--- config.mk ---
export PLATFORM = sky130hd
export DESIGN_NAME = delta_modulation_sample_channel
export DESIGN_NICKNAME = d
export VERILOG_FILES = /design/src/hdl/dms_pkg.sv /design/src/hdl/delta_modulation_sample_channel.sv /design/src/hdl/dms_front.sv /design/src/hdl/dms_queue.sv /design/src/hdl/dms_back.sv
export SDC_FILE = /design/constraint.sdc
export NUM_CORES = 1
export LEC_CHECK = 0
export BUFFER_PORTS_ARGS = -buffer_cell sky130_fd_sc_hd__buf_2
export CAP_MARGIN = 0
export CORE_MARGIN = 2
export CORE_UTILIZATION = 56
export DETAILED_ROUTE_END_ITERATION = 7
export GPL_TIMING_DRIVEN = 0
export PLACE_DENSITY = 0.75
export SLEW_MARGIN = 0
export SYNTH_ARGS = -nofsm -noshare
export SYNTH_HDL_FRONTEND = slang
export SYNTH_SLANG_ARGS = --single-unit
--- constraint.sdc ---
create_clock -name aclk -period 5.3 [get_ports aclk]
set_clock_uncertainty 0.2 [all_clocks]
set_input_delay 1.06 -clock aclk [delete_from_list [all_inputs] [get_ports aclk]]
set_output_delay 1.06 -clock aclk [all_outputs]
set_load 0.05 [all_outputs]
--- src/hdl/dms_pkg.sv ---
// shared types, constants and rate table of the delta modulation sample channel
`default_nettype none

package dms_pkg;

    localparam int FUNC_W      = 3;
    localparam int VALUE_W     = 7;
    localparam int BYTE_W      = 8;
    localparam int LEVEL_W     = 7;
    localparam int ADDR_W      = 16;
    localparam int COUNT_W     = 12;
    localparam int DIV_W       = 9;
    localparam int RATE_W      = 4;
    localparam int BITCNT_W    = 3;
    localparam int CFG_INDEX_W = 2;
    localparam int CFG_DATA_W  = 16;
    localparam int QUEUE_DEPTH = 2;

    localparam logic [FUNC_W-1:0] FUNC_TICK      = 3'd0;
    localparam logic [FUNC_W-1:0] FUNC_CHAN_EN   = 3'd1;
    localparam logic [FUNC_W-1:0] FUNC_IRQ_EN    = 3'd2;
    localparam logic [FUNC_W-1:0] FUNC_IRQ_CLR   = 3'd3;
    localparam logic [FUNC_W-1:0] FUNC_LOAD_LEVEL = 3'd4;

    localparam logic [CFG_INDEX_W-1:0] CFG_RATE   = 2'd0;
    localparam logic [CFG_INDEX_W-1:0] CFG_LOOP   = 2'd1;
    localparam logic [CFG_INDEX_W-1:0] CFG_START  = 2'd2;
    localparam logic [CFG_INDEX_W-1:0] CFG_LENGTH = 2'd3;

    localparam logic [ADDR_W-1:0]   ADDR_LAST  = 16'hFFFF;
    localparam logic [ADDR_W-1:0]   ADDR_WRAP  = 16'h8000;
    localparam logic [LEVEL_W-1:0]  LEVEL_STEP = 7'd2;
    localparam logic [LEVEL_W-1:0]  LEVEL_TOP  = 7'd125;
    localparam logic [BITCNT_W-1:0] BIT_RELOAD = 3'd7;

    typedef enum logic [2:0] {
        OP_NOP,
        OP_TICK,
        OP_CHAN_EN,
        OP_IRQ_EN,
        OP_IRQ_CLR,
        OP_LOAD_LEVEL
    } op_t;

    typedef struct packed {
        op_t                op;
        logic [VALUE_W-1:0] value;
        logic [BYTE_W-1:0]  mem;
    } cmd_t;

    function automatic logic [DIV_W-1:0] rate_period(input logic [RATE_W-1:0] idx);
        logic [DIV_W-1:0] p;
        case (idx)
            4'd0:    p = 9'd428;
            4'd1:    p = 9'd380;
            4'd2:    p = 9'd340;
            4'd3:    p = 9'd320;
            4'd4:    p = 9'd286;
            4'd5:    p = 9'd254;
            4'd6:    p = 9'd226;
            4'd7:    p = 9'd214;
            4'd8:    p = 9'd190;
            4'd9:    p = 9'd160;
            4'd10:   p = 9'd142;
            4'd11:   p = 9'd128;
            4'd12:   p = 9'd106;
            4'd13:   p = 9'd84;
            4'd14:   p = 9'd72;
            default: p = 9'd54;
        endcase
        return p;
    endfunction

endpackage

`default_nettype wire

--- src/hdl/delta_modulation_sample_channel.sv ---
// top level of the delta modulation sample channel
`default_nettype none

// One-bit delta modulation audio voice. Each request carries a command (tick, channel
// enable, interrupt enable, interrupt clear or level load) and returns exactly one
// result with the level, interrupt line, next fetch address and the more-samples flag
// after that command. One request is taken every clock cycle when the result side
// keeps up; a request passes the front end register, the command queue and the
// result register in that order before its result appears on the m_ side.
// Configuration writes are taken at any time with cfg_ready held high and must
// be issued only while no request is in flight.

module delta_modulation_sample_channel #(
    parameter int QUEUE_DEPTH = dms_pkg::QUEUE_DEPTH
) (
    input  wire logic                            aclk,
    input  wire logic                            aresetn,
    input  wire logic                            s_valid,
    output logic                                 s_ready,
    input  wire logic [dms_pkg::FUNC_W-1:0]      s_func,
    input  wire logic [dms_pkg::VALUE_W-1:0]     s_value,
    input  wire logic [dms_pkg::BYTE_W-1:0]      s_memory_byte,
    output logic                                 m_valid,
    input  wire logic                            m_ready,
    output logic [dms_pkg::LEVEL_W-1:0]          m_level,
    output logic                                 m_irq,
    output logic [dms_pkg::ADDR_W-1:0]           m_fetch_address,
    output logic                                 m_more_samples,
    input  wire logic                            cfg_valid,
    output logic                                 cfg_ready,
    input  wire logic [dms_pkg::CFG_INDEX_W-1:0] cfg_index,
    input  wire logic [dms_pkg::CFG_DATA_W-1:0]  cfg_data
);

    logic          front_valid;
    logic          front_ready;
    dms_pkg::cmd_t front_cmd;
    logic          queue_valid;
    logic          queue_ready;
    dms_pkg::cmd_t queue_cmd;

    assign cfg_ready = 1'b1;

    dms_front u_front (
        .aclk          (aclk),
        .aresetn       (aresetn),
        .s_valid       (s_valid),
        .s_ready       (s_ready),
        .s_func        (s_func),
        .s_value       (s_value),
        .s_memory_byte (s_memory_byte),
        .cmd_valid     (front_valid),
        .cmd_ready     (front_ready),
        .cmd           (front_cmd)
    );

    dms_queue #(
        .DEPTH (QUEUE_DEPTH)
    ) u_queue (
        .aclk      (aclk),
        .aresetn   (aresetn),
        .in_valid  (front_valid),
        .in_ready  (front_ready),
        .in_cmd    (front_cmd),
        .out_valid (queue_valid),
        .out_ready (queue_ready),
        .out_cmd   (queue_cmd)
    );

    dms_back u_back (
        .aclk            (aclk),
        .aresetn         (aresetn),
        .cmd_valid       (queue_valid),
        .cmd_ready       (queue_ready),
        .cmd             (queue_cmd),
        .cfg_wr          (cfg_valid && cfg_ready),
        .cfg_index       (cfg_index),
        .cfg_data        (cfg_data),
        .m_valid         (m_valid),
        .m_ready         (m_ready),
        .m_level         (m_level),
        .m_irq           (m_irq),
        .m_fetch_address (m_fetch_address),
        .m_more_samples  (m_more_samples)
    );

endmodule

`default_nettype wire

--- src/hdl/dms_front.sv ---
// front end: accepts requests and decodes them into commands
`default_nettype none

module dms_front (
    input  wire logic                       aclk,
    input  wire logic                       aresetn,
    input  wire logic                       s_valid,
    output logic                            s_ready,
    input  wire logic [dms_pkg::FUNC_W-1:0] s_func,
    input  wire logic [dms_pkg::VALUE_W-1:0] s_value,
    input  wire logic [dms_pkg::BYTE_W-1:0] s_memory_byte,
    output logic                            cmd_valid,
    input  wire logic                       cmd_ready,
    output dms_pkg::cmd_t                   cmd
);

    logic          valid_reg;
    logic          valid_next;
    dms_pkg::cmd_t cmd_reg;
    dms_pkg::op_t  op_dec;

    always_comb begin
        case (s_func)
            dms_pkg::FUNC_TICK:       op_dec = dms_pkg::OP_TICK;
            dms_pkg::FUNC_CHAN_EN:    op_dec = dms_pkg::OP_CHAN_EN;
            dms_pkg::FUNC_IRQ_EN:     op_dec = dms_pkg::OP_IRQ_EN;
            dms_pkg::FUNC_IRQ_CLR:    op_dec = dms_pkg::OP_IRQ_CLR;
            dms_pkg::FUNC_LOAD_LEVEL: op_dec = dms_pkg::OP_LOAD_LEVEL;
            default:                  op_dec = dms_pkg::OP_NOP;
        endcase
    end

    assign s_ready = !valid_reg || cmd_ready;

    always_comb begin
        valid_next = valid_reg;
        if (s_ready) begin
            valid_next = s_valid;
        end
    end

    always_ff @(posedge aclk) begin
        if (!aresetn) begin
            valid_reg <= 1'b0;
        end else begin
            valid_reg <= valid_next;
        end
        if (s_valid && s_ready) begin
            cmd_reg.op    <= op_dec;
            cmd_reg.value <= s_value;
            cmd_reg.mem   <= s_memory_byte;
        end
    end

    assign cmd_valid = valid_reg;
    assign cmd       = cmd_reg;

endmodule

`default_nettype wire

--- src/hdl/dms_queue.sv ---
// command queue between front end and back end
`default_nettype none

module dms_queue #(
    parameter int DEPTH = dms_pkg::QUEUE_DEPTH
) (
    input  wire logic          aclk,
    input  wire logic          aresetn,
    input  wire logic          in_valid,
    output logic               in_ready,
    input  wire dms_pkg::cmd_t in_cmd,
    output logic               out_valid,
    input  wire logic          out_ready,
    output dms_pkg::cmd_t      out_cmd
);

    localparam int PTR_W = (DEPTH > 1) ? $clog2(DEPTH) : 1;
    localparam int CNT_W = $clog2(DEPTH + 1);

    dms_pkg::cmd_t    entry_reg [DEPTH];
    logic [PTR_W-1:0] wr_ptr_reg;
    logic [PTR_W-1:0] wr_ptr_next;
    logic [PTR_W-1:0] rd_ptr_reg;
    logic [PTR_W-1:0] rd_ptr_next;
    logic [CNT_W-1:0] count_reg;
    logic [CNT_W-1:0] count_next;
    logic             push;
    logic             pop;

    assign in_ready  = count_reg != CNT_W'(DEPTH);
    assign out_valid = count_reg != '0;
    assign push      = in_valid && in_ready;
    assign pop       = out_valid && out_ready;
    assign out_cmd   = entry_reg[rd_ptr_reg];

    always_comb begin
        wr_ptr_next = wr_ptr_reg;
        rd_ptr_next = rd_ptr_reg;
        count_next  = count_reg;
        if (push) begin
            wr_ptr_next = (wr_ptr_reg == PTR_W'(DEPTH - 1)) ? '0 : wr_ptr_reg + PTR_W'(1);
        end
        if (pop) begin
            rd_ptr_next = (rd_ptr_reg == PTR_W'(DEPTH - 1)) ? '0 : rd_ptr_reg + PTR_W'(1);
        end
        if (push && !pop) begin
            count_next = count_reg + CNT_W'(1);
        end else if (pop && !push) begin
            count_next = count_reg - CNT_W'(1);
        end
    end

    always_ff @(posedge aclk) begin
        if (!aresetn) begin
            wr_ptr_reg <= '0;
            rd_ptr_reg <= '0;
            count_reg  <= '0;
        end else begin
            wr_ptr_reg <= wr_ptr_next;
            rd_ptr_reg <= rd_ptr_next;
            count_reg  <= count_next;
        end
        if (push) begin
            entry_reg[wr_ptr_reg] <= in_cmd;
        end
    end

endmodule

`default_nettype wire

--- src/hdl/dms_back.sv ---
// back end: channel state, divider, bit shifter, level update and result register
`default_nettype none

module dms_back (
    input  wire logic                            aclk,
    input  wire logic                            aresetn,
    input  wire logic                            cmd_valid,
    output logic                                 cmd_ready,
    input  wire dms_pkg::cmd_t                   cmd,
    input  wire logic                            cfg_wr,
    input  wire logic [dms_pkg::CFG_INDEX_W-1:0] cfg_index,
    input  wire logic [dms_pkg::CFG_DATA_W-1:0]  cfg_data,
    output logic                                 m_valid,
    input  wire logic                            m_ready,
    output logic [dms_pkg::LEVEL_W-1:0]          m_level,
    output logic                                 m_irq,
    output logic [dms_pkg::ADDR_W-1:0]           m_fetch_address,
    output logic                                 m_more_samples
);

    localparam int LW = dms_pkg::LEVEL_W;
    localparam int AW = dms_pkg::ADDR_W;
    localparam int CW = dms_pkg::COUNT_W;
    localparam int DW = dms_pkg::DIV_W;
    localparam int BW = dms_pkg::BITCNT_W;
    localparam int SW = dms_pkg::BYTE_W;
    localparam int RW = dms_pkg::RATE_W;

    // configuration
    logic [RW-1:0] rate_reg;
    logic          loop_reg;
    logic [AW-1:0] start_reg;
    logic [CW-1:0] length_reg;

    // channel state
    logic [LW-1:0] level_reg,     level_next;
    logic          chan_en_reg,   chan_en_next;
    logic          irq_en_reg,    irq_en_next;
    logic          irq_flag_reg,  irq_flag_next;
    logic [CW-1:0] bytes_reg,     bytes_next;
    logic [AW-1:0] addr_reg,      addr_next;
    logic [SW-1:0] shifter_reg,   shifter_next;
    logic [BW-1:0] bits_reg,      bits_next;
    logic          silenced_reg,  silenced_next;
    logic [DW-1:0] div_reg,       div_next;

    // result register
    logic          out_valid_reg, out_valid_next;
    logic [LW-1:0] out_level_reg;
    logic          out_irq_reg;
    logic [AW-1:0] out_addr_reg;
    logic          out_more_reg;

    logic          exec;
    logic [SW-1:0] shift_src;
    logic [AW-1:0] addr_base;
    logic          pop_bit;

    assign cmd_ready = !out_valid_reg || m_ready;
    assign exec      = cmd_valid && cmd_ready;

    always_comb begin
        level_next    = level_reg;
        chan_en_next  = chan_en_reg;
        irq_en_next   = irq_en_reg;
        irq_flag_next = irq_flag_reg;
        bytes_next    = bytes_reg;
        addr_next     = addr_reg;
        shifter_next  = shifter_reg;
        bits_next     = bits_reg;
        silenced_next = silenced_reg;
        div_next      = div_reg;
        shift_src     = shifter_reg;
        addr_base     = (bytes_reg == '0) ? start_reg : addr_reg;
        pop_bit       = 1'b0;

        if (exec) begin
            case (cmd.op)
                dms_pkg::OP_TICK: begin
                    if (chan_en_reg) begin
                        if (div_reg > DW'(1)) begin
                            div_next = div_reg - DW'(1);
                        end else begin
                            div_next = dms_pkg::rate_period(rate_reg);
                            if (bits_reg == '0) begin
                                bits_next = dms_pkg::BIT_RELOAD;
                                if (bytes_reg == '0 && !loop_reg) begin
                                    silenced_next = 1'b1;
                                    if (irq_en_reg) begin
                                        irq_flag_next = 1'b1;
                                    end
                                end else begin
                                    silenced_next = 1'b0;
                                    shift_src     = cmd.mem;
                                    bytes_next    = (bytes_reg == '0) ? length_reg
                                                                      : bytes_reg - CW'(1);
                                    addr_next     = (addr_base == dms_pkg::ADDR_LAST)
                                                    ? dms_pkg::ADDR_WRAP
                                                    : addr_base + AW'(1);
                                end
                            end else begin
                                bits_next = bits_reg - BW'(1);
                            end
                            pop_bit      = shift_src[0];
                            shifter_next = shift_src >> 1;
                            if (!silenced_next) begin
                                if (pop_bit && level_reg <= dms_pkg::LEVEL_TOP) begin
                                    level_next = level_reg + dms_pkg::LEVEL_STEP;
                                end else if (!pop_bit && level_reg >= dms_pkg::LEVEL_STEP) begin
                                    level_next = level_reg - dms_pkg::LEVEL_STEP;
                                end
                            end
                        end
                    end
                end
                dms_pkg::OP_CHAN_EN: begin
                    chan_en_next = cmd.value[0];
                    if (!cmd.value[0]) begin
                        bytes_next = '0;
                    end else if (bytes_reg == '0) begin
                        addr_next  = start_reg;
                        bytes_next = length_reg;
                    end
                end
                dms_pkg::OP_IRQ_EN: begin
                    irq_en_next = cmd.value[0];
                    if (!cmd.value[0]) begin
                        irq_flag_next = 1'b0;
                    end
                end
                dms_pkg::OP_IRQ_CLR: begin
                    irq_flag_next = 1'b0;
                end
                dms_pkg::OP_LOAD_LEVEL: begin
                    level_next = cmd.value;
                end
                default: begin
                end
            endcase
        end

        // rate write reloads the divider
        if (cfg_wr && cfg_index == dms_pkg::CFG_RATE) begin
            div_next = dms_pkg::rate_period(cfg_data[RW-1:0]);
        end

        out_valid_next = out_valid_reg;
        if (exec) begin
            out_valid_next = 1'b1;
        end else if (m_ready) begin
            out_valid_next = 1'b0;
        end
    end

    always_ff @(posedge aclk) begin
        if (!aresetn) begin
            rate_reg      <= '0;
            loop_reg      <= 1'b0;
            start_reg     <= '0;
            length_reg    <= '0;
            level_reg     <= '0;
            chan_en_reg   <= 1'b0;
            irq_en_reg    <= 1'b0;
            irq_flag_reg  <= 1'b0;
            bytes_reg     <= '0;
            addr_reg      <= '0;
            shifter_reg   <= '0;
            bits_reg      <= '0;
            silenced_reg  <= 1'b0;
            div_reg       <= dms_pkg::rate_period('0);
            out_valid_reg <= 1'b0;
        end else begin
            if (cfg_wr) begin
                case (cfg_index)
                    dms_pkg::CFG_RATE:   rate_reg   <= cfg_data[RW-1:0];
                    dms_pkg::CFG_LOOP:   loop_reg   <= cfg_data[0];
                    dms_pkg::CFG_START:  start_reg  <= cfg_data[AW-1:0];
                    dms_pkg::CFG_LENGTH: length_reg <= cfg_data[CW-1:0];
                    default: begin
                    end
                endcase
            end
            level_reg     <= level_next;
            chan_en_reg   <= chan_en_next;
            irq_en_reg    <= irq_en_next;
            irq_flag_reg  <= irq_flag_next;
            bytes_reg     <= bytes_next;
            addr_reg      <= addr_next;
            shifter_reg   <= shifter_next;
            bits_reg      <= bits_next;
            silenced_reg  <= silenced_next;
            div_reg       <= div_next;
            out_valid_reg <= out_valid_next;
        end
        if (exec) begin
            out_level_reg <= level_next;
            out_irq_reg   <= irq_flag_next;
            out_addr_reg  <= addr_next;
            out_more_reg  <= bytes_next != '0;
        end
    end

    assign m_valid         = out_valid_reg;
    assign m_level         = out_level_reg;
    assign m_irq           = out_irq_reg;
    assign m_fetch_address = out_addr_reg;
    assign m_more_samples  = out_more_reg;

    // divider reloads before reaching zero
    assert property (@(posedge aclk) disable iff (!aresetn) div_reg != '0)
        else $error("divider count reached zero");

    // a disabled channel holds no pending bytes
    assert property (@(posedge aclk) disable iff (!aresetn) (bytes_reg != '0) |-> chan_en_reg)
        else $error("bytes pending while channel disabled");

    // interrupt flag only stands while interrupts are enabled
    assert property (@(posedge aclk) disable iff (!aresetn) irq_flag_reg |-> irq_en_reg)
        else $error("interrupt flag set with interrupts disabled");

    // divider moves only on an enabled tick or a rate write
    assert property (@(posedge aclk) disable iff (!aresetn)
        ($past(aresetn) && !$past(cfg_wr) && !$stable(div_reg))
        |-> ($past(chan_en_reg) && $past(exec)))
        else $error("divider changed without an enabled tick");

endmodule

`default_nettype wire

[Word-level counts from Yosys, hierarchy flattened]
Memory sizes are Yosys's and may differ from the RTL's. A register that Yosys moved wholly into a read port is not among the register bits.
Cells that the tools add are included.
Cells by class
  reductions and logical operators: 36
  eq/ne operators: 14
  $lt $le $gt $ge: 3
  $add $sub $neg: 10
  bitwise gates (word level): 1
  multiplexer cells: 64
Operators by type and width (count)
  two-way mux 16 bit: 8
  two-way mux 12 bit: 8
  two-way mux 8 bit: 6
  two-way mux 9 bit: 5
  two-way mux 7 bit: 6
  one-hot mux 16 bit (2 select lines): 1
  one-hot mux 12 bit (2 select lines): 1
  two-way mux 1 bit: 21
  adder 16 x 1 -> 16 bit (second input constant): 1
  equality test 16 bit (second input constant): 1
  one-hot mux 3 bit (5 select lines): 1
  one-hot mux 7 bit (2 select lines): 1
  equality test 3 x 2 -> 1 bit (second input constant): 4
  zero test 12 bit: 1
  AND reduction 2 bit: 6
  nonzero test 12 bit: 1
  nonzero test 2 bit: 6
  subtractor 12 x 1 -> 12 bit (second input constant): 1
  equality test 3 bit (second input constant): 3
  > comparator 9 x 1 -> 1 bit (second input constant): 1
  logical AND 1 bit: 9
  subtractor 9 x 1 -> 9 bit (second input constant): 1
  two-way mux 4 bit: 2
  adder 7 x 2 -> 7 bit (second input constant): 1
  21 further kinds: 32
Word-level totals
  input bits: 41
  bits in writable memories: 36
  output and inout bits: 28
  word-level logic and storage cells: 157
  memories kept: 3
  bits in read-only memories: 256
  flip-flop bits (word level): 140
Memory list
  (no name shown): words 16, width 8, read ports 1, clocked after memory_dff 1, write ports 0, RTL line dms_pkg.sv:53  | case (idx)
  (no name shown): words 16, width 8, read ports 1, clocked after memory_dff 0, write ports 0, RTL line dms_pkg.sv:53
  u_queue.entry_reg: words 2, width 18, read ports 1, clocked after memory_dff 1, write ports 1, RTL line dms_queue.sv:20  | dms_pkg::cmd_t entry_reg [DEPTH];

[Depth between registers and ports, before layout]
Gate-level depths: netlist of the first run.
  depth after elaboration: 17
  gate-level depth with buffers: 19
  gate-level depth less buffers: 15

[Modules after synthesis]
A second synthesis of the first run with hierarchy kept.
Second synthesis, totals
  cells, all modules: 1015
  area, all modules: 9613.0 um^2
Modules (own cells, without submodules)
  dms_back: area each 7437.1 um^2, times used 1, cells an instance 904, sequential area each 2752.6 um^2
  dms_queue: area each 1539.0 um^2, times used 1, cells an instance 80, sequential area each 1181.1 um^2
  dms_front: area each 625.6 um^2, times used 1, cells an instance 29, sequential area each 560.5 um^2
  delta_modulation_sample_channel: area each 11.3 um^2, times used 1, cells an instance 2, sequential area each 0.0 um^2

[Least setup slack after synthesis of the first run]
OpenSTA, ideal clock, no wires.
  path kind: reg2reg
  start point: register u_back.bytes_reg[2]
  end point: register u_back.out_addr_reg[15], in the netlist u_back.m_fetch_address[15], data pin
  library setup time: 0.259 ns
  path slack: 1.480 ns
  data arrival time: 3.360 ns
  stages on the path, launching flop included: 16
  clock period less this slack: 3.820 ns
  data required time: 4.841 ns
  buffers on the path: 4
  cells stage by stage: dfxtp_1 or4_4 or4_4 buf_6 buf_6 buf_6 buf_1 nand2_1 nand2_1 ha_1 nand2_1 nor4_1 mux2_4 nor4_1 a21oi_1 a22o_1
Between the ends
  word-level cells in the longest chain between the ends: 10
  elaborated cells on any way between the ends: 13
  those cells by class: add/sub: 1; eq/ne: 1; mux: 9; reduce/logical: 2
RTL lines
  start: declaration: RTL line dms_back.sv:40  | logic [CW-1:0] bytes_reg, bytes_next;
  start signal: assignment: RTL line dms_back.sv:187  | bytes_reg <= bytes_next;
  zero test 12 bit *: RTL line dms_back.sv:74, dms_back.sv:87, dms_back.sv:120
  two-way mux 16 bit: RTL line dms_back.sv:74, dms_back.sv:120
  adder 16 x 1 -> 16 bit / equality test 16 bit (equally long branches): RTL line dms_back.sv:99, dms_back.sv:97
  two-way mux 16 bit: RTL line dms_back.sv:98  | ? dms_pkg::ADDR_WRAP
  two-way mux 16 bit: RTL line dms_back.sv:87  | if (bytes_reg == '0 && !loop_reg) begin
  two-way mux 16 bit: RTL line dms_back.sv:85  | if (bits_reg == '0) begin
  two-way mux 16 bit: RTL line dms_back.sv:81  | if (div_reg > DW'(1)) begin
  two-way mux 16 bit: RTL line dms_back.sv:80  | if (chan_en_reg) begin
  one-hot mux 16 bit (2 select lines) *: RTL line dms_back.sv:78  | case (cmd.op)
  two-way mux 16 bit *: RTL line dms_back.sv:77  | if (exec) begin
  via u_back.addr_next[15]: RTL line dms_back.sv:41  | logic [AW-1:0] addr_reg, addr_next;
  end signal: assignment: RTL line dms_back.sv:198  | out_addr_reg <= addr_next;
  end: declaration: RTL line dms_back.sv:51  | logic [AW-1:0] out_addr_reg;
Mark *: on every way through the listed nets, which the timed path passes. The rest lies on a longest branch.
A chain may end at the register's enable or synchronous reset.

[Worst setup path in the final report of the first run]
  start point: register u_back.bytes_reg[1]
  end point: register u_back.addr_reg[8]
Between the ends
  word-level cells in the longest chain between the ends: 10
  elaborated cells on any way between the ends: 13
  those cells by class: add/sub: 1; eq/ne: 1; mux: 9; reduce/logical: 2
RTL lines
  zero test 12 bit *: RTL line dms_back.sv:74, dms_back.sv:87, dms_back.sv:120
  two-way mux 16 bit: RTL line dms_back.sv:74, dms_back.sv:120
  adder 16 x 1 -> 16 bit / equality test 16 bit (equally long branches): RTL line dms_back.sv:99, dms_back.sv:97
  two-way mux 16 bit: RTL line dms_back.sv:98
  two-way mux 16 bit: RTL line dms_back.sv:87
  two-way mux 16 bit: RTL line dms_back.sv:85
  two-way mux 16 bit: RTL line dms_back.sv:81
  two-way mux 16 bit: RTL line dms_back.sv:80
  one-hot mux 16 bit (2 select lines) *: RTL line dms_back.sv:78
  two-way mux 16 bit *: RTL line dms_back.sv:77
  via u_back.addr_next[8]: RTL line dms_back.sv:41
  end signal: assignment: RTL line dms_back.sv:188  | addr_reg <= addr_next;
  end: declaration: RTL line dms_back.sv:41
Marks and branches as above.

==> implementation parameters, run 1 <==
Parameter                              Value

Global route
  First-pass GRT wire length    approximately 40000 µm
  GR Overflow Total    0
  Global-route total usage across every layer    0.282
  Antenna violations before repair    0
  Via count of the first global-routing pass    7545
  Largest net degree at the start of global routing    26

STA
  Post-route clock period utilization    0.882
  Sum Neg Setup Slack    0 ns
  Total count of max-transition violations in the final report    0
  Relative slew margins    0.264
  Number of setup violations in the final report    0
  Pin slew with the least headroom to its limit    1.10 ns
  Fin. Hold Viols    0
  Unrepaired setup endpoints after global routing    no
  Highest attainable clock frequency    214 MHz
  Crit path time final    4.68 ns

Setup path
  Kind of critical path    reg -> reg
  Reg-to-Reg Start    u_back.bytes_reg[1]$_SDFF_PN0_
  Maximum fanout encountered on the critical timing path    10
  Critical path capture point type    flip-flop
  Crit path DAT    between 4 and 5 ns
  Cell depth of the worst flop-to-flop path    17
  Sort of element at the start of the critical path    flip-flop
  Worst reg-to-reg setup slack    0.62 ns
  Worst r2r dst    u_back.addr_reg[8]$_SDFF_PN0_
  CP Data Required Time    5.44 ns

Layout
  Antenna cells    0
  Flip-flop count of the largest register, all copies and words added    36
  Most common cell after layout, fill and taps aside    nand2_1
  Fin area    0.0106 mm²
  Layout cell share with drive strength beyond 1    0.140
  Final-stage net count    roughly 1200
  Post-synthesis to final-layout area growth    12.8%
  Number of standard cells in the final layout excluding fillers    1323
  Most frequent cells in the layout    nand2_1 (135), dfxtp_1 (106), a21oi_1 (84), edfxtp_1 (79), nor2_1 (73)

Worst hold path
  Worst min-delay path endpoint    u_queue.entry_reg[1][0]$_DFFE_PP_
  Min-Delay Startpoint    u_front.cmd[0]$_DFFE_PP_
  Hold crit path type    reg -> reg
  Number of cells on the worst hold path    0

Floorplanning
  Initial core utilization    0.570
  Number of placement rows    47
  Overall die area    0.0179 mm²
  Die height    134 µm
  X dimension of the die    134 µm
  Core outline area    0.0165 mm²
  Number of ports placed on the die boundary    69

Placement
  Final weighted congestion in routability-driven placement    between 0.9 and 1
  Placed cells    between 1000 and 1500
  DP Area    0.0101 mm²
  HPWL Detailed    17600 µm
  I/O Buffers    65

Synth
  Post-synthesis register bit count    185
  Share of synthesized registers carrying an async set or reset    0
  Sequential-to-total area share from yosys stat    0.477
  Number of flops mapped to enable cells by yosys    79
  Number of instances in the synthesized netlist    about 1000
  Yosys warnings    0
  Mean instance size in the synthesized netlist    9.38 µm²
  Synth Flop Type    dfxtp_1
  Synth unique cells    92
  Synth Net Count    1064
  Total standard cell area after synthesis    0.00942 mm²

Clocking
  Num Clock Sinks    185
  TritonCTS clock tree    built
  Root Driver    clkbuf_16
  Depth of the CTS H-tree    4
  Clock slew at the register clock pins of the worst setup and hold paths    0.08 ns
  Post CTS Setup Buffer Count    0
  CTS hold repair buffers    0
  Clock insertion delay at the later pin of the skew report    0.45 ns
  Max Buffers Root-to-Sink    2
  Total clock buffers created by CTS    17
  # resized after CTS    0

Route
  Vias/cell    between 5 and 6
  Post-DRT Antenna Nets    0
  Number of detailed-route iterations in the first pass    5
  Via count    7913
  Iter 0 DRT Violations    688
  WL final    24300 µm
  Post-DR wirelength/cell    18.3 µm
  DRC Markers    0

Outcome
  Status    complete, no violations

Flow run
  Max-cap violations    0

Power
  Power density over cell area    379 mW/mm²
  Maximum ir drop on the vdd rail    approximately 350 µV
  Leakage power summed over all cells    3.83 nW
  Post-layout total power    4.02 mW
-- report_power, final --
group	switching [mW]	total, mW	internal [mW]
sequential	0.0696	1.73	1.66
combinational	0.748	1.07	0.318
clock	0.602	1.22	0.622
-- kinds of logic (layout without fill, tap and decap cells) --
| kind of cell | count (synthesis) | in the layout | share of synthesized area |
|---|---|---|---|
| adder cells (fa/ha/maj) | 19 | 19 | 0.0252 |
| buffers and inverters | 80 | 179 | 0.0380 |
| other | 1 | 1 | 0.000398 |
| AND/OR/NAND/NOR | 388 | 388 | 0.204 |
| AO/OA/AOI/OAI | 261 | 261 | 0.181 |
| XOR/XNOR | 32 | 32 | 0.0298 |
| flip-flops | 185 | 185 | 0.477 |
| multiplexers | 38 | 38 | 0.0440 |
-- Yosys cell counts, drive strengths merged (4+ instances only) --
cell / instances / share of area
nor3: 22 / 0.012
edfxtp: 79 / 0.25
or2: 9 / 0.0060
nor4: 9 / 0.0060
nand2b: 5 / 0.0033
xor2: 11 / 0.010
o22a: 5 / 0.0046
nand3b: 4 / 0.0032
nand4: 19 / 0.013
or4: 4 / 0.0041
ha: 19 / 0.025
a31oi: 8 / 0.0053
nor2: 76 / 0.031
a211oi: 13 / 0.012
or3: 4 / 0.0028
xnor2: 21 / 0.020
o21a: 4 / 0.0032
a22o: 4 / 0.0039
and3: 10 / 0.0070
clkbuf: 34 / 0.014
mux2i: 34 / 0.039
a21oi: 84 / 0.045
o22ai: 4 / 0.0027
o21ai: 55 / 0.030
a21o: 4 / 0.0033
buf: 18 / 0.013
a22oi: 7 / 0.0056
o31ai: 5 / 0.0040
o211ai: 16 / 0.013
o211a: 4 / 0.0043
dfxtp: 106 / 0.23
nand3: 28 / 0.015
inv: 28 / 0.011
nor2b: 19 / 0.013
and2: 30 / 0.020
nand2: 135 / 0.054
a21boi: 10 / 0.0080
mux2: 4 / 0.0052
-- final cells by class --
type	count	area [µm²]
clock buffers	18	429
clock inverters	14	133
well taps	220	275
fillers	1343	5900
flip-flops and latches	185	4490
repair buffers	67	360
multi-input cells	739	4570
plain buffers	52	254
inverters	28	105
-- worst max-delay path, stage by stage, from the launching register on --
cell     delay [ns]
dfxtp_1        0.36
inv_1          0.13
ha_1           0.20
or2b_2         0.32
nor4_1         0.68
buf_2          0.39
buf_6          0.20
nand2_1        0.06
nand2_1        0.07
ha_1           0.28
nand4_1        0.13
nor4_1         0.43
mux2_4         0.27
a21o_2         0.27
o21ai_1        0.11
a21oi_1        0.23
o21ai_2        0.07
and2_1         0.17
-- how the worst max path moves through the flow --
stage / cells past startpoint / end / slack [ns] / start
2_1_floorplan: 15 / u_back.m_fetch_address[15]$_DFFE_PP_ / 1.48 / u_back.bytes_reg[2]$_SDFF_PN0_
3_3_place_gp: 9 / u_back.m_more_samples$_DFFE_PP_ / 0.48 / m_ready
3_5_place_dp: 15 / u_back.addr_reg[8]$_SDFF_PN0_ / 0.78 / u_back.bytes_reg[2]$_SDFF_PN0_
4_1_cts: 15 / u_back.addr_reg[8]$_SDFF_PN0_ / 0.75 / u_back.bytes_reg[2]$_SDFF_PN0_
5_1_grt: 15 / u_back.addr_reg[12]$_SDFF_PN0_ / 0.29 / u_back.bytes_reg[1]$_SDFF_PN0_
6_report: 17 / u_back.addr_reg[8]$_SDFF_PN0_ / 0.62 / u_back.bytes_reg[1]$_SDFF_PN0_
-- metrics by stage --
step,hold slack [ns],worst slack [ns],utilization
5_1_grt,0.250,0.293,0.643
3_3_place_gp,0.223,0.476,0.606
4_1_cts,0.245,0.754,0.643
6_report,0.242,0.625,0.643
3_5_place_dp,0.232,0.783,0.609
2_1_floorplan,0.221,1.48,-
-- layer usage --
metal | vias to the layer above | share of wire | routed length [µm] | GRT usage
met5 | - | 0 | 0 | 0
met4 | 0 | 0.040 | 962 | 0.120
met3 | 68 | 0.069 | 1670 | 0.0677
met2 | 353 | 0.46 | 11300 | 0.459
met1 | 3680 | 0.43 | 10400 | 0.362
li1 | 3812 | - | - | -
(Power assumes the default switching activity.)
==> run 2: changes to the inputs <==
Settings changed: CELL_PAD_IN_SITES_DETAIL_PLACEMENT set to 0, CELL_PAD_IN_SITES_GLOBAL_PLACEMENT set to 1, CORE_UTILIZATION 56 to 47, PLACE_DENSITY 0.75 to 0.86.
==> run 2 against run 1 <==
Against the previous run:
- critical path depth decreased by 2
- fmax down 2.6%
- combinational power hardly changed
- sequential share of layout area shrank 0.33 points
- clock power is 9% higher
- core utilization shrank 9.6 points
- global-route usage is 4.2 points lower
- final cell count up 3.3%
==> implementation parameters, run 2 (synthesis results as in run 1) <==
Parameter                              Value

Outcome
  Status    complete, no violations

Layout
  Flip-flop count of the largest register, all copies and words added    36
  Number of standard cells in the final layout excluding fillers    1366
  Post-synthesis to final-layout area growth    13.6%
  Final-stage net count    1148
  Storage element area    0.00449 mm²
  Most common cell after layout, fill and taps aside    nand2_1
  Layout cell share with drive strength beyond 1    0.140
  Antenna cells    0
  Multi-input gate area    around 0.0046 mm²
  FILL cells    1754
  Most frequent cells in the layout    nand2_1 (135), dfxtp_1 (106), a21oi_1 (84), edfxtp_1 (79), nor2_1 (73)

Floorplanning
  Overall die area    0.0212 mm²
  Die height    146 µm
  Initial core utilization    0.481
  Number of ports placed on the die boundary    69
  X dimension of the die    between 100 and 150 µm
  Number of placement rows    a little over 50
  Core outline area    0.0196 mm²

Clocking
  Post CTS Setup Buffer Count    0
  Depth of the CTS H-tree    4
  Max Buffers Root-to-Sink    2
  TritonCTS clock tree    built
  Num Clock Sinks    185
  # resized after CTS    0
  Clock slew at the register clock pins of the worst setup and hold paths    ~0.080 ns
  Root Driver    clkbuf_16
  CTS hold repair buffers    0
  Clock insertion delay at the later pin of the skew report    0.45 ns
  Total clock buffers created by CTS    17

Route
  DRC Markers    0
  WL final    25500 µm
  Post-DRT Antenna Nets    0
  Via count    7857
  Iter 0 DRT Violations    584
  Number of detailed-route iterations in the first pass    5
  Post-DR wirelength/cell    18.7 µm
  Vias/cell    5.75

Placement
  I/O Buffers    65
  Placed cells    roughly 1300
  HPWL Detailed    between 15000 and 20000 µm
  Final weighted congestion in routability-driven placement    0.925

STA
  Number of setup violations in the final report    0
  Fin. Hold Viols    0
  Sum Neg Setup Slack    0 ns
  Crit path time final    4.80 ns
  Pin slew with the least headroom to its limit    1.10 ns
  Total count of max-transition violations in the final report    0
  Relative slew margins    0.265
  Unrepaired setup endpoints after global routing    no
  Highest attainable clock frequency    208 MHz
  Post-route clock period utilization    0.905
  Final hold slack    around 0.25 ns

Setup path
  Critical path capture point type    flip-flop
  Kind of critical path    reg -> reg
  CP Data Required Time    roughly 5.4 ns
  Worst reg-to-reg setup slack    0.50 ns
  Worst setup path startpoint    u_back.bytes_reg[2]$_SDFF_PN0_
  Reg-to-Reg Start    u_back.bytes_reg[2]$_SDFF_PN0_
  Worst r2r dst    u_back.addr_reg[8]$_SDFF_PN0_
  Cell depth of the worst flop-to-flop path    15
  Setup crit end    u_back.addr_reg[8]$_SDFF_PN0_
  Sort of element at the start of the critical path    flip-flop
  Crit path DAT    4.93 ns
  Maximum fanout encountered on the critical timing path    10

Worst hold path
  Hold crit path type    reg -> reg
  Number of cells on the worst hold path    0

Global route
  Via count of the first global-routing pass    about 7400
  Largest net degree at the start of global routing    35
  Global-route total usage across every layer    0.241
  Antenna violations before repair    0
  GR Overflow Total    0
  First-pass GRT wire length    40200 µm

Power
  Leakage power summed over all cells    approximately 3.9 nW
  Maximum ir drop on the vdd rail    292 µV
  Power density over cell area    385 mW/mm²

Flow run
  Max-cap violations    0
[run 2: changes by cell type in the layout (fill, tap and decap cells not counted), moves of 2 or more]
cell / change
inv_6: -3
inv_8: +3
clkinv_4: +2
clkinvlp_4: -3
[run 2: routing by layer]
metal / part of all wire / routed length (µm) / global-route usage / vias to the layer above
met1: 0.46 / 11700 / 0.319 / 3769
met2: 0.47 / 12000 / 0.400 / 232
li1: - / - / - / 3810
met3: 0.047 / 1200 / 0.0461 / 46
met4: 0.023 / 595 / 0.0760 / 0
met5: 0 / 0 / 0 / -
[run 2: worst min-delay path by stage]
stage                                               endpoint                      start  slack [ns]
final                      u_queue.entry_reg[0][6]$_DFFE_PP_   u_front.cmd[6]$_DFFE_PP_        0.25
after global routing       u_queue.entry_reg[0][0]$_DFFE_PP_   u_front.cmd[0]$_DFFE_PP_        0.26
after CTS                  u_queue.entry_reg[0][0]$_DFFE_PP_   u_front.cmd[0]$_DFFE_PP_        0.25
after detailed placement   u_queue.entry_reg[1][6]$_DFFE_PP_   u_front.cmd[6]$_DFFE_PP_        0.23
after global placement    u_queue.entry_reg[0][10]$_DFFE_PP_  u_front.cmd[10]$_DFFE_PP_        0.22
after floorplan            u_queue.entry_reg[0][0]$_DFFE_PP_   u_front.cmd[0]$_DFFE_PP_        0.22
[run 2: worst max-delay path: stages (launching register included)]
cell     delay [ns]
dfxtp_1        0.39
or4_4          0.57
nor4_1         0.77
buf_2          0.40
buf_6          0.20
nand2_1        0.07
nand2_1        0.08
ha_1           0.31
nand4_1        0.15
nor4_1         0.44
mux2_4         0.27
a21o_2         0.26
o21ai_1        0.10
a21oi_1        0.23
o21ai_2        0.07
and2_1         0.17
[run 2: power breakdown]
group          internal, mW  total, mW  switching (mW)
clock                 0.688       1.33           0.646
sequential             1.67       1.74          0.0698
combinational         0.296       1.05           0.749
total                  2.65       4.12            1.47
[run 2: area by class of cell]
| cell class | instances | share of cell area |
|---|---|---|
| Sequential cell | 185 | 0.420 |
| Multi-Input combinational cell | 739 | 0.427 |
| Tap cell | 265 | 0.0310 |
| Clock inverter | 15 | 0.0180 |
| Timing Repair Buffer | 65 | 0.0304 |
| Inverter | 28 | 0.00982 |
| Buffer | 52 | 0.0237 |
| Clock buffer | 17 | 0.0397 |
[run 2: through the flow]
| stage | instance area, µm² | worst slack (ns) | total power [mW] | utilization |
|---|---|---|---|---|
| global route | 10700 | 0.222 | 4.28 | 0.546 |
| CTS | 10700 | 0.594 | 4.14 | 0.546 |
| finish | 10700 | 0.502 | 4.12 | 0.546 |
| detailed placement | 10100 | 0.625 | 2.81 | 0.515 |
| global placement | 10100 | 0.587 | 2.80 | 0.514 |
| floorplan | 9420 | 1.48 | 2.53 | - |
